**config.mk**
```make
export PLATFORM = sky130hd
export DESIGN_NAME = seven_segment_two_wire_display_sequencer
export DESIGN_NICKNAME = d
export VERILOG_FILES = /design/src/hdl/sstwd_pkg.sv /design/src/hdl/sstwd_front.sv /design/src/hdl/sstwd_fifo.sv /design/src/hdl/sstwd_back.sv /design/src/hdl/seven_segment_two_wire_display_sequencer.sv
export SDC_FILE = /design/constraint.sdc
export NUM_CORES = 1
export LEC_CHECK = 0
export ABC_AREA = 1
export BUFFER_PORTS_ARGS = -buffer_cell sky130_fd_sc_hd__buf_2
export CAP_MARGIN = 10
export CELL_PAD_IN_SITES_DETAIL_PLACEMENT = 2
export CELL_PAD_IN_SITES_GLOBAL_PLACEMENT = 2
export CORE_ASPECT_RATIO = 0.75
export CORE_MARGIN = 2
export CORE_UTILIZATION = 40
export CTS_CLUSTER_DIAMETER = 30
export DETAILED_ROUTE_END_ITERATION = 8
export GPL_TIMING_DRIVEN = 0
export PLACE_DENSITY_LB_ADDON = 0.1
export SLEW_MARGIN = 20
export SYNTH_ARGS = -nofsm -noshare
export SYNTH_HDL_FRONTEND = slang
export SYNTH_HIERARCHICAL = 1
export SYNTH_SLANG_ARGS = --single-unit
```
**constraint.sdc**
```tcl
create_clock -name clk -period 18.3 [get_ports clk]
set_input_delay 0.915 -clock clk [delete_from_list [all_inputs] [get_ports clk]]
set_output_delay 0.915 -clock clk [all_outputs]
set_load 0.01 [all_outputs]
```
**src/hdl/sstwd_pkg.sv**
```systemverilog
`default_nettype none
package sstwd_pkg;

  localparam int DIGIT_COUNT_DEFAULT = 4;

  // Bus symbol kinds.
  localparam logic [1:0] SYM_START = 2'd0;
  localparam logic [1:0] SYM_BIT   = 2'd1;
  localparam logic [1:0] SYM_ACK   = 2'd2;
  localparam logic [1:0] SYM_STOP  = 2'd3;

  // Command codes.
  localparam logic CMD_SHOW   = 1'b0;
  localparam logic CMD_BRIGHT = 1'b1;

  localparam logic [7:0] BYTE_DATA_CMD = 8'h40;
  localparam logic [7:0] BYTE_ADDR     = 8'hC0;
  localparam logic [7:0] BYTE_CTRL     = 8'h87;
  localparam logic [7:0] SEG_DP        = 8'h80;
  localparam logic [3:0] BRIGHT_MAX    = 4'd8;
  localparam logic [3:0] BRIGHT_RESET  = 4'd8;

  // Reciprocal of ten: (v * DIV10_MUL) >> DIV10_SHIFT equals v / 10 for v below 43690.
  localparam logic [15:0] DIV10_MUL   = 16'd52429;
  localparam int          DIV10_SHIFT = 19;

  function automatic logic [7:0] seg_code(input logic [3:0] d);
    logic [7:0] c;
    case (d)
      4'd0: c = 8'h3f;
      4'd1: c = 8'h06;
      4'd2: c = 8'h5b;
      4'd3: c = 8'h4f;
      4'd4: c = 8'h66;
      4'd5: c = 8'h6d;
      4'd6: c = 8'h7d;
      4'd7: c = 8'h07;
      4'd8: c = 8'h7f;
      4'd9: c = 8'h6f;
      default: c = 8'h00;
    endcase
    return c;
  endfunction

endpackage
`default_nettype wire

```
**src/hdl/sstwd_front.sv**
```systemverilog
`default_nettype none
module sstwd_front #(
  parameter int DIGIT_COUNT = sstwd_pkg::DIGIT_COUNT_DEFAULT,
  parameter int QW = 1 + 8 + 8 * DIGIT_COUNT
) (
  input  wire logic          clk,
  input  wire logic          rst,
  input  wire logic          start,
  output logic               busy,
  input  wire logic          command,
  input  wire logic [13:0]   value,
  input  wire logic          separator,
  input  wire logic [3:0]    brightness,
  output logic               push_valid,
  input  wire logic          push_ready,
  output logic [QW-1:0]      push_data
);

  localparam int CW = (DIGIT_COUNT > 1) ? $clog2(DIGIT_COUNT) : 1;

  typedef enum logic [1:0] {F_IDLE, F_CONV, F_PUSH} fstate_t;

  fstate_t                  state;
  logic                     cmd;
  logic                     sep;
  logic [13:0]              v;
  logic [CW-1:0]            step;
  logic [8*DIGIT_COUNT-1:0] segs;

  logic [29:0]   prod;
  logic [13:0]   quo;
  logic [13:0]   quo_x10;
  logic [3:0]    rem;
  logic [7:0]    code;
  logic [CW-1:0] slot;
  logic [3:0]    bsat;
  logic [7:0]    ctrl_byte;

  always_comb begin
    prod    = 30'(v) * 30'(sstwd_pkg::DIV10_MUL);
    quo     = 14'(prod >> sstwd_pkg::DIV10_SHIFT);
    quo_x10 = 14'((quo << 3) + (quo << 1));
    rem     = 4'(v - quo_x10);
    code    = sstwd_pkg::seg_code(rem);
    if ((DIGIT_COUNT >= 3) && (step == CW'(2)) && sep) begin
      code = code | sstwd_pkg::SEG_DP;
    end
    // Digits come out least significant first; the queue stores them most significant first.
    slot      = CW'(DIGIT_COUNT - 1) - step;
    bsat      = (brightness > sstwd_pkg::BRIGHT_MAX) ? sstwd_pkg::BRIGHT_MAX : brightness;
    ctrl_byte = sstwd_pkg::BYTE_CTRL + {4'd0, bsat};
  end

  assign busy       = (state != F_IDLE);
  assign push_valid = (state == F_PUSH);
  assign push_data  = {cmd, ctrl_byte, segs};

  always_ff @(posedge clk) begin
    if (rst) begin
      state <= F_IDLE;
    end else begin
      case (state)
        F_IDLE: begin
          if (start) begin
            cmd  <= command;
            sep  <= separator;
            v    <= value;
            step <= '0;
            state <= (command == sstwd_pkg::CMD_BRIGHT) ? F_PUSH : F_CONV;
          end
        end
        F_CONV: begin
          segs[8*slot +: 8] <= code;
          v    <= quo;
          step <= step + CW'(1);
          if (step == CW'(DIGIT_COUNT - 1)) begin
            state <= F_PUSH;
          end
        end
        F_PUSH: begin
          if (push_ready) begin
            state <= F_IDLE;
          end
        end
        default: state <= F_IDLE;
      endcase
    end
  end

endmodule
`default_nettype wire

```
**src/hdl/sstwd_fifo.sv**
```systemverilog
`default_nettype none
module sstwd_fifo #(
  parameter int QW = 1
) (
  input  wire logic          clk,
  input  wire logic          rst,
  input  wire logic          push_valid,
  output logic               push_ready,
  input  wire logic [QW-1:0] push_data,
  output logic               head_valid,
  output logic [QW-1:0]      head_data,
  input  wire logic          pop
);

  logic [QW-1:0] mem [2];
  logic          wr_ptr;
  logic          rd_ptr;
  logic [1:0]    count;
  logic          do_push;

  assign push_ready = (count != 2'd2);
  assign head_valid = (count != 2'd0);
  assign head_data  = mem[rd_ptr];
  assign do_push    = push_valid && push_ready;

  always_ff @(posedge clk) begin
    if (do_push) begin
      mem[wr_ptr] <= push_data;
    end
  end

  always_ff @(posedge clk) begin
    if (rst) begin
      wr_ptr <= 1'b0;
      rd_ptr <= 1'b0;
      count  <= 2'd0;
    end else begin
      if (do_push) begin
        wr_ptr <= ~wr_ptr;
      end
      if (pop) begin
        rd_ptr <= ~rd_ptr;
      end
      count <= count + {1'b0, do_push} - {1'b0, pop};
    end
  end

  a_count_bound: assert property (@(posedge clk) disable iff (rst) count != 2'd3)
    else $error("queue count out of range");
  a_pop_nonempty: assert property (@(posedge clk) disable iff (rst) pop |-> head_valid)
    else $error("pop from empty queue");

endmodule
`default_nettype wire

```
**src/hdl/sstwd_back.sv**
```systemverilog
`default_nettype none
module sstwd_back #(
  parameter int DIGIT_COUNT = sstwd_pkg::DIGIT_COUNT_DEFAULT,
  parameter int QW = 1 + 8 + 8 * DIGIT_COUNT
) (
  input  wire logic          clk,
  input  wire logic          rst,
  input  wire logic          head_valid,
  input  wire logic [QW-1:0] head_data,
  output logic               pop,
  output logic               strobe,
  output logic [1:0]         symbol,
  output logic               bit_value,
  output logic               last
);

  localparam int BW = $clog2(DIGIT_COUNT + 1);

  typedef enum logic [1:0] {B_START, B_BIT, B_ACK, B_STOP} bstate_t;

  bstate_t       state;
  logic          frame;
  logic [BW-1:0] byte_idx;
  logic [2:0]    bit_idx;

  logic                     h_cmd;
  logic [7:0]               h_ctrl;
  logic [8*DIGIT_COUNT-1:0] h_segs;
  logic [BW-1:0]            dig_idx;
  logic [7:0]               cur_byte;
  logic                     last_byte;
  logic                     final_frame;

  always_comb begin
    {h_cmd, h_ctrl, h_segs} = head_data;
    dig_idx = byte_idx - BW'(1);
    if (h_cmd == sstwd_pkg::CMD_BRIGHT) begin
      cur_byte = h_ctrl;
    end else if (!frame) begin
      cur_byte = sstwd_pkg::BYTE_DATA_CMD;
    end else if (byte_idx == '0) begin
      cur_byte = sstwd_pkg::BYTE_ADDR;
    end else begin
      cur_byte = h_segs[8*dig_idx +: 8];
    end
    last_byte   = (h_cmd == sstwd_pkg::CMD_BRIGHT) || !frame ||
                  (byte_idx == BW'(DIGIT_COUNT));
    final_frame = (h_cmd == sstwd_pkg::CMD_BRIGHT) || frame;
    pop         = head_valid && (state == B_STOP) && final_frame;
  end

  always_ff @(posedge clk) begin
    if (rst) begin
      state     <= B_START;
      frame     <= 1'b0;
      byte_idx  <= '0;
      bit_idx   <= '0;
      strobe    <= 1'b0;
      bit_value <= 1'b0;
      last      <= 1'b0;
    end else begin
      strobe    <= 1'b0;
      bit_value <= 1'b0;
      last      <= 1'b0;
      if (head_valid) begin
        strobe <= 1'b1;
        case (state)
          B_START: begin
            symbol  <= sstwd_pkg::SYM_START;
            bit_idx <= '0;
            state   <= B_BIT;
          end
          B_BIT: begin
            symbol    <= sstwd_pkg::SYM_BIT;
            bit_value <= cur_byte[bit_idx];
            bit_idx   <= bit_idx + 3'd1;
            if (bit_idx == 3'd7) begin
              state <= B_ACK;
            end
          end
          B_ACK: begin
            symbol <= sstwd_pkg::SYM_ACK;
            if (last_byte) begin
              state <= B_STOP;
            end else begin
              byte_idx <= byte_idx + BW'(1);
              state    <= B_BIT;
            end
          end
          B_STOP: begin
            symbol   <= sstwd_pkg::SYM_STOP;
            last     <= final_frame;
            frame    <= !final_frame;
            byte_idx <= '0;
            state    <= B_START;
          end
          default: state <= B_START;
        endcase
      end
    end
  end

  a_last_is_stop: assert property (@(posedge clk) disable iff (rst)
    strobe && last |-> symbol == sstwd_pkg::SYM_STOP)
    else $error("last flagged on a symbol other than stop");
  a_bit_only_data: assert property (@(posedge clk) disable iff (rst)
    strobe && bit_value |-> symbol == sstwd_pkg::SYM_BIT)
    else $error("data level high outside a data bit");
  a_pop_gives_last: assert property (@(posedge clk) disable iff (rst)
    pop |=> strobe && last)
    else $error("command retired without a final stop");

endmodule
`default_nettype wire

```
**src/hdl/seven_segment_two_wire_display_sequencer.sv**
```systemverilog
`default_nettype none
// Two-wire seven-segment display sequencer. A command is taken when start is high and busy is
// low; strobe marks each bus symbol for exactly one cycle and the receiver cannot stall, so
// every strobed beat must be taken. The back end emits one symbol per clock while the queue
// holds a command; a display command goes out as two frames (data command byte, then address
// byte and DIGIT_COUNT segment bytes) and a brightness command as one frame (control byte).
// The front end converts one digit per cycle; a two-entry queue lets it take the next command
// while earlier symbols still go out, so the sustained rate is set by the symbol sequencer.
// The brightness register is written through cfg_valid/cfg_ready (always ready) and should
// only be changed while no command is pending.
module seven_segment_two_wire_display_sequencer #(
  parameter int DIGIT_COUNT = sstwd_pkg::DIGIT_COUNT_DEFAULT
) (
  input  wire logic        clk,
  input  wire logic        rst,
  input  wire logic        start,
  output logic             busy,
  input  wire logic        command,
  input  wire logic [13:0] value,
  input  wire logic        separator,
  input  wire logic        cfg_valid,
  output logic             cfg_ready,
  input  wire logic [3:0]  cfg_data,
  output logic             strobe,
  output logic [1:0]       symbol,
  output logic             bit_value,
  output logic             last
);

  localparam int QW = 1 + 8 + 8 * DIGIT_COUNT;

  logic [3:0]    brightness;
  logic          push_valid;
  logic          push_ready;
  logic [QW-1:0] push_data;
  logic          head_valid;
  logic [QW-1:0] head_data;
  logic          pop;

  assign cfg_ready = 1'b1;

  always_ff @(posedge clk) begin
    if (rst) begin
      brightness <= sstwd_pkg::BRIGHT_RESET;
    end else if (cfg_valid && cfg_ready) begin
      brightness <= cfg_data;
    end
  end

  sstwd_front #(.DIGIT_COUNT(DIGIT_COUNT), .QW(QW)) u_front (
    .clk        (clk),
    .rst        (rst),
    .start      (start),
    .busy       (busy),
    .command    (command),
    .value      (value),
    .separator  (separator),
    .brightness (brightness),
    .push_valid (push_valid),
    .push_ready (push_ready),
    .push_data  (push_data)
  );

  sstwd_fifo #(.QW(QW)) u_fifo (
    .clk        (clk),
    .rst        (rst),
    .push_valid (push_valid),
    .push_ready (push_ready),
    .push_data  (push_data),
    .head_valid (head_valid),
    .head_data  (head_data),
    .pop        (pop)
  );

  sstwd_back #(.DIGIT_COUNT(DIGIT_COUNT), .QW(QW)) u_back (
    .clk        (clk),
    .rst        (rst),
    .head_valid (head_valid),
    .head_data  (head_data),
    .pop        (pop),
    .strobe     (strobe),
    .symbol     (symbol),
    .bit_value  (bit_value),
    .last       (last)
  );

endmodule
`default_nettype wire

```
==> results of run 1 <==
-- registers in the layout (all words and copies together), names as in the netlist, named ones only --
register and cells:
u_fifo/count 2, u_back/state 2, u_front/sep 1, u_fifo/wr_ptr 1, u_back/strobe 1, u_fifo/mem 82
u_back/frame 1, u_fifo/rd_ptr 1, u_back/byte_idx 3, u_back/last 1, u_front/cmd 1, u_front/v 14
u_front/step 2, u_back/bit_idx 3, u_front/state 2, brightness 4, u_back/symbol 2, u_back/bit_value 1
u_front/segs 32
-- final cells by class --
| class | instances | area, um^2 |
|---|---|---|
| Buffer | 24 | 218 |
| Multi-Input combinational cell | 717 | 5660 |
| Fill cell | 2887 | 14800 |
| Sequential cell | 157 | 4480 |
| Timing Repair Buffer | 32 | 199 |
| Clock inverter | 15 | 173 |
| Inverter | 203 | 762 |
| Tap cell | 351 | 439 |
| Clock buffer | 17 | 425 |
-- stage by stage --
stage           util  worst slack, ns  instance area, um^2  hold WS [ns]  instances
2_1_floorplan      -            12.37                11100         0.421       1101
3_3_place_gp   0.431            11.26                11700         0.427       1480
3_5_place_dp   0.434            11.05                11800         0.460       1484
4_1_cts        0.456            11.00                12400         0.480       1516
5_1_grt        0.456            10.67                12400         0.490       1516
6_report       0.456            11.13                12400         0.470       1516
-- per-layer routing --
metal / share of wire / up-vias / track usage
li1: - / 3701 / -
met1: 0.51 / 3831 / 0.345
met2: 0.44 / 119 / 0.369
met3: 0.043 / 25 / 0.0469
met4: 0.0097 / 2 / 0.0470
met5: 0.00040 / - / 0
-- path summary, 6_finish.rpt --
check                                     end
hold / removal    u_fifo/mem[0][19]$_DFFE_PP_
setup / recovery   u_front/segs[21]$_DFFE_PP_
hold reg to reg   u_fifo/mem[0][19]$_DFFE_PP_
setup reg to reg   u_front/segs[21]$_DFFE_PP_
-- worst reg2reg max path, cell delays in order (launching register included) --
cell and delay (ns):
edfxtp_1 0.52, ha_1 0.36, inv_1 0.06, fa_1 0.63
fa_1 0.50, fa_1 0.55, inv_1 0.06, fa_1 0.52
inv_1 0.06, fa_1 0.51, inv_1 0.05, ha_1 0.33
nand2_1 0.09, nor3_1 0.42, nand4_1 0.16, nand3_1 0.19
xor2_1 0.33, ha_1 0.33, or2_2 0.30, nand2_1 0.20
inv_1 0.14, nand2_1 0.10, o21ai_0 0.10, nand2_1 0.11
nand2_1 0.10, nor3_1 0.25
-- kinds of logic (layout without fill, tap and decap cells) --
logic type | count (synthesis) | count (layout) | share of synthesized area
adders and majority gates | 178 | 178 | 0.236
and+or+nand+nor | 386 | 386 | 0.155
AOI/OAI and AO/OA | 93 | 93 | 0.0491
buffers and inverters | 227 | 291 | 0.0883
xor gates and xnor gates | 15 | 15 | 0.0118
muxes | 41 | 41 | 0.0551
DFF | 157 | 157 | 0.404
other | 3 | 4 | 0.00101
-- cells in the final DEF, fill, tap and decap left out, types with 9 or more instances in the layout --
master,instances
nand3_1,39
dfxtp_1,23
nand2_2,9
nor3_1,19
a21oi_1,41
o21ai_0,22
fa_1,52
nand4_1,9
xnor2_1,9
clkbuf_16,17
inv_2,11
nor2_1,86
inv_1,188
mux2_4,40
nand2_1,194
buf_2,30
ha_1,126
edfxtp_1,134
==> metrics.md, run 1 <==
| Metric | Value |
|---|---|
| Critical path buffers and inverters | `5` |
| Antenna Cells | `0` |
| Max FO, Critical Path | `7` |
| Post-route DRC | `0` |
| Die Span Y | `148 um` |
| Antenna viol nets, final | `0` |
| Dominant cell type by area after synthesis | `edfxtp_1` |
| Clk_lat worst skew | `0.44 ns` |
| Placeable Area | `27100 um^2` |
| Most frequent cell after synthesis | `nand2_1` |
| # Max-Cap Violations | `0` |
| Commonest cells in the netlist | `194 x nand2_1, 188 x inv_1, 134 x edfxtp_1` |
| Vias in the first global route | `8612` |
| Vias | `7678` |
| Final Max Tran Viols | `0` |
| Final setup skew | `0.0199 ns` |
| Post-synth cell types | `49` |
| Yosys top cell area share | `0.362` |
| # nets final | `1354` |
| Initial antenna violation count | `1` |
| Synth area leaders | `edfxtp_1 36%, ha_1 14%, fa_1 9.4%, nand2_1 6.6%, inv_1 6.4%` |
| Outcome | `completed` |
| Post-synth top flop | `edfxtp_1` |
| Setup TNS Final | `0 ns` |
| Syn avg cell area | `10.1 um^2` |
| Crit-path max cell delay | `0.63 ns` |
| YS warnings | `6` |
| Vias/cell | `5.06` |
| Startpoint class of the critical path | `flop` |
| Ys async rst share | `0` |
| WS Path Type | `flop to flop` |
| R2r worst-path depth | `25` |
| Wirelength, routed | `32400 um` |
| Rows | `52` |
| Reg2Reg Launch Point | `u_front/v[8]$_DFFE_PP_` |
| Die W | `196 um` |
| Fmax | `140 MHz` |
| Area added between synthesis and finish | `11.4%` |
| First-pass GRT wire length | `51000 um` |
| Wire per inst | `21.4 um` |
| Htree depth | `4` |
| Pre-antenna DRT Iters | `7` |
| Post-synthesis instance area | `11100 um^2` |
| Clk sinks | `157` |
| Slowest CP cell | `fa_1` |
| Synthesized flop and latch total | `157` |
| Number of synthesized flops with an enable pin | `134` |
| Grt total ovfl | `0` |
| CTS tree | `yes` |
| CTS resizes | `0` |
| Worst Path Required | `18.53 ns` |
| Worst hold stages | `0` |
| Sequential share of the synthesized area | `0.404` |
| CTS Buffer Depth | `2` |
| Critical path arrival | `7.40 ns` |
| Iteration-0 DRC Markers | `405` |
| Hold Buf Count CTS | `0` |
| Post-CTS Setup Inserts | `0` |
| Crit. End Element | `flop` |
| Hold_sp | `u_front/segs[19]$_DFFE_PP_` |
| Clk Tree Root Cell | `clkbuf_16` |
| Minimum clock period | `7.17 ns` |
| Io pins | `31` |
| Starting Density | `0.409` |
| GPL Wtd Cong | `0.873` |
| Instance count on the critical path | `25` |
| Hold Fails Final Rpt | `0` |
| Final worst-path cycle share | `0.392` |
| CP top delay family | `adder cells` |
| Path category of the worst min-delay check | `flop to flop` |
| Die area | `29100 um^2` |
| HPWL after DPL | `26700 um` |
| Input/output buffers | `28` |
| RSZ-0062 raised after global routing | `false` |
| Cts bufs inserted | `17` |
| Share of layout cells above drive strength 1 | `0.146` |
| Largest net degree at the start of global routing | `25` |
| Critical Path Start | `u_front/v[8]$_DFFE_PP_` |
| Setup-failing EPs final | `0` |
| Reg2Reg Setup Slack | `11.13 ns` |
| Tot GR Track Use | `0.237` |
| Worst rel slew slack | `0.351` |
| Reg clk slew, reported paths | `0.07 ns` |
| Worst-margin pin slew | `0.973 ns` |
| Synth Instances | `1100` |
Power of run 1 is not shown: default switching activity piles up to over one toggle a cycle in this logic, so the estimate is an artifact.
==> inputs of run 2 (changes only) <==
--- a/config.mk
+++ b/config.mk
@@ -12,7 +12,7 @@
 export CELL_PAD_IN_SITES_GLOBAL_PLACEMENT = 2
 export CORE_ASPECT_RATIO = 0.75
 export CORE_MARGIN = 2
-export CORE_UTILIZATION = 40
+export CORE_UTILIZATION = 38
 export CTS_CLUSTER_DIAMETER = 30
 export DETAILED_ROUTE_END_ITERATION = 8
 export GPL_TIMING_DRIVEN = 0
==> constraint.sdc (replaced) <==
create_clock -name clk -period 6.05 [get_ports clk]
set_input_delay 0.3025 -clock clk [delete_from_list [all_inputs] [get_ports clk]]
set_output_delay 0.3025 -clock clk [all_outputs]
set_load 0.01 [all_outputs]
==> run 2 against run 1 <==
Compared with the run above: the flow now finishes with violations (negative setup slack); non-clock buffer count up 35; hold slack worse by 0.38 ns; utilization down 0.089 points; design area up 6.4%; critical path depth up 1; global-route usage down 0.85 points; final cell count up 5.0%; sequential share of layout area down 2.2 points; routed wire length up 4.8%; largest cell class unchanged; highest routed layer is now met4.
==> metrics.md, run 2 (synthesis gave the netlist of run 1 again) <==
| Metric | Value |
|---|---|
| CTS Buffer Depth | `2 (unchanged)` |
| Commonest non-fill, non-tap cell in the layout | `inv_1` |
| Worst Path Required | `6.22 ns (-12.31 ns)` |
| Wire per inst | `21.3 um (-0.20%)` |
| Antenna Cells | `0 (unchanged)` |
| Pre-antenna DRT Iters | `5 (-2)` |
| Vias in the first global route | `8809 (+2.3%)` |
| # nets final | `1389 (+2.6%)` |
| Tot GR Track Use | `0.229 (-0.00851)` |
| Grt met2 use | `0.363 (-0.00593)` |
| HPWL after DPL | `26700 um (-0.14%)` |
| Initial antenna violation count | `0 (-1)` |
| Hold Fails Final Rpt | `0 (unchanged)` |
| Met1 usage | `0.332 (-0.0132)` |
| Final worst-path cycle share | `1.00 (+0.611)` |
| First-pass GRT wire length | `52500 um (+3.0%)` |
| Max reg flops | `82 (unchanged)` |
| GPL Wtd Cong | `0.847 (-3.0%)` |
| Largest net degree at the start of global routing | `19 (-24%)` |
| Clk Tree Root Cell | `clkbuf_16` |
| Antenna viol nets, final | `0 (unchanged)` |
| Clk_lat worst skew | `0.43 ns (about the same)` |
| Clk sinks | `157 (unchanged)` |
| Share of layout cells above drive strength 1 | `0.228 (+0.0816)` |
| Hold Buf Count CTS | `0 (unchanged)` |
| Largest registers | `u_fifo/mem: 82 flops, u_front/segs: 32 flops, u_front/v: 14 flops` |
| Setup-failing EPs final | `7 (+7)` |
| Area added between synthesis and finish | `18.5%` |
| Fmax | `165 MHz (+18%)` |
| Top reg by flops | `u_fifo/mem` |
| Minimum clock period | `6.07 ns (-1.10 ns)` |
| Setup TNS Final | `-0.0601 ns (-0.0601 ns)` |
| Die area | `30600 um^2 (+5.1%)` |
| Placeable Area | `28900 um^2 (+6.6%)` |
| Critical path arrival | `6.24 ns (-1.16 ns)` |
| Most frequent cells in the layout | `181 x inv_1, 173 x nand2_1, 134 x edfxtp_1, 112 x ha_1, 80 x nor2_1` |
| Cts bufs inserted | `17 (unchanged)` |
| Die Span Y | `152 um (+2.5%)` |
| Worst-margin pin slew | `0.983 ns (+0.00997 ns)` |
| Post-route DRC | `0 (unchanged)` |
| Crit. End Element | `flop` |
| Htree depth | `4 (unchanged)` |
| Vias/cell | `4.97 (-1.8%)` |
| WS Path Type | `flop to flop` |
| Gr busiest metal | `met2` |
| Wirelength, routed | `33900 um (+4.8%)` |
| Final Max Tran Viols | `0 (unchanged)` |
| Vias | `7914 (+3.1%)` |
| Reg clk slew, reported paths | `0.07 ns (about the same)` |
| Iteration-0 DRC Markers | `391 (-3.5%)` |
| Worst rel slew slack | `0.345 (-0.00665)` |
| Io pins | `31 (unchanged)` |
| Met3 Use GR | `0.0384 (-0.00854)` |
| Rows | `54 (+3.8%)` |
| # Max-Cap Violations | `0 (unchanged)` |
| Outcome | `finished with violations` |
| RSZ-0062 raised after global routing | `true` |
| Input/output buffers | `28 (unchanged)` |
| Worst Slack Setup Final | `-0.0153 ns (-11.15 ns)` |
| Grt total ovfl | `0 (unchanged)` |
| Final setup skew | `0.00612 ns (-0.0138 ns)` |
| Startpoint class of the critical path | `flop` |
| Die W | `201 um (+2.5%)` |
| Path category of the worst min-delay check | `input pin to flop` |
| CTS tree | `yes` |
| Violated checks | `negative setup slack` |
| Starting Density | `0.384 (-0.0253)` |
| Max FO, Critical Path | `5 (-2)` |
==> run 2: worst paths after layout <==
check	startpoint	end	slack (ns)	cells after the start
worst max-delay path	u_front/v[12]$_SDFFCE_PP0P_	u_front/segs[30]$_DFFE_PP_	-0.02	26
worst min-delay path	cfg_data[3]	brightness[3]$_SDFFE_PP1P_	0.09	3
worst max register to register	u_front/v[12]$_SDFFCE_PP0P_	u_front/segs[30]$_DFFE_PP_	-0.02	26
worst min register to register	u_front/segs[25]$_DFFE_PP_	u_fifo/mem[1][25]$_DFFE_PP_	0.46	0
==> run 2: area by class of cell <==
type / instances / area, um^2
clock buffers: 17 / 425
flip-flops and latches: 157 / 4480
clock inverters: 15 / 140
fillers: 3053 / 15800
repair buffers: 67 / 520
multi-input cells: 717 / 6110
well taps: 392 / 490
plain buffers: 24 / 218
inverters: 203 / 764
==> run 2: per-stage QoR <==
stage / utilization / std cells / worst slack, ns / instance area, um^2 / hold slack (ns)
final: 0.455 / 1592 / -0.0153 / 13100 / 0.0935
after global routing: 0.455 / 1592 / -0.261 / 13100 / 0.0724
after CTS: 0.450 / 1584 / -0.0118 / 13000 / 0.0784
after detailed placement: 0.411 / 1527 / -1.09 / 11900 / 0.442
after global placement: 0.406 / 1521 / -1.03 / 11700 / 0.426
after floorplan: - / 1101 / 0.123 / 11100 / 0.372
==> run 2: repair_timing <==
action | in CTS | in global routing
pin swaps | 42 | 31
setup endpoints to repair | 28 | 29
resized for setup | 73 | 24
cloned | 1 | 0
setup buffers | 24 | 8
==> run 2: critical path, stage by stage, from the launching register on <==
cell	delay [ns]
edfxtp_1	0.48
inv_2	0.11
ha_4	0.20
fa_2	0.64
fa_1	0.46
fa_1	0.50
inv_1	0.05
fa_1	0.51
inv_2	0.04
fa_1	0.49
inv_2	0.05
ha_4	0.31
nand2_4	0.07
nor3_4	0.22
nand4_1	0.13
nand3_2	0.15
xor2_4	0.22
ha_4	0.19
xnor2_4	0.12
inv_1	0.07
nand3_2	0.11
nand2_2	0.08
nand2_4	0.11
nand3_4	0.10
buf_4	0.18
nand4_1	0.13
nor2_1	0.06
==> run 2: per-layer routing <==
layer / vias up / wire length (um)
li1: 3774 / -
met2: 108 / 15400
met5: - / 0
met4: 0 / 307
met1: 4011 / 17000
met3: 21 / 1190
Power of run 2 is left out for the same reason.
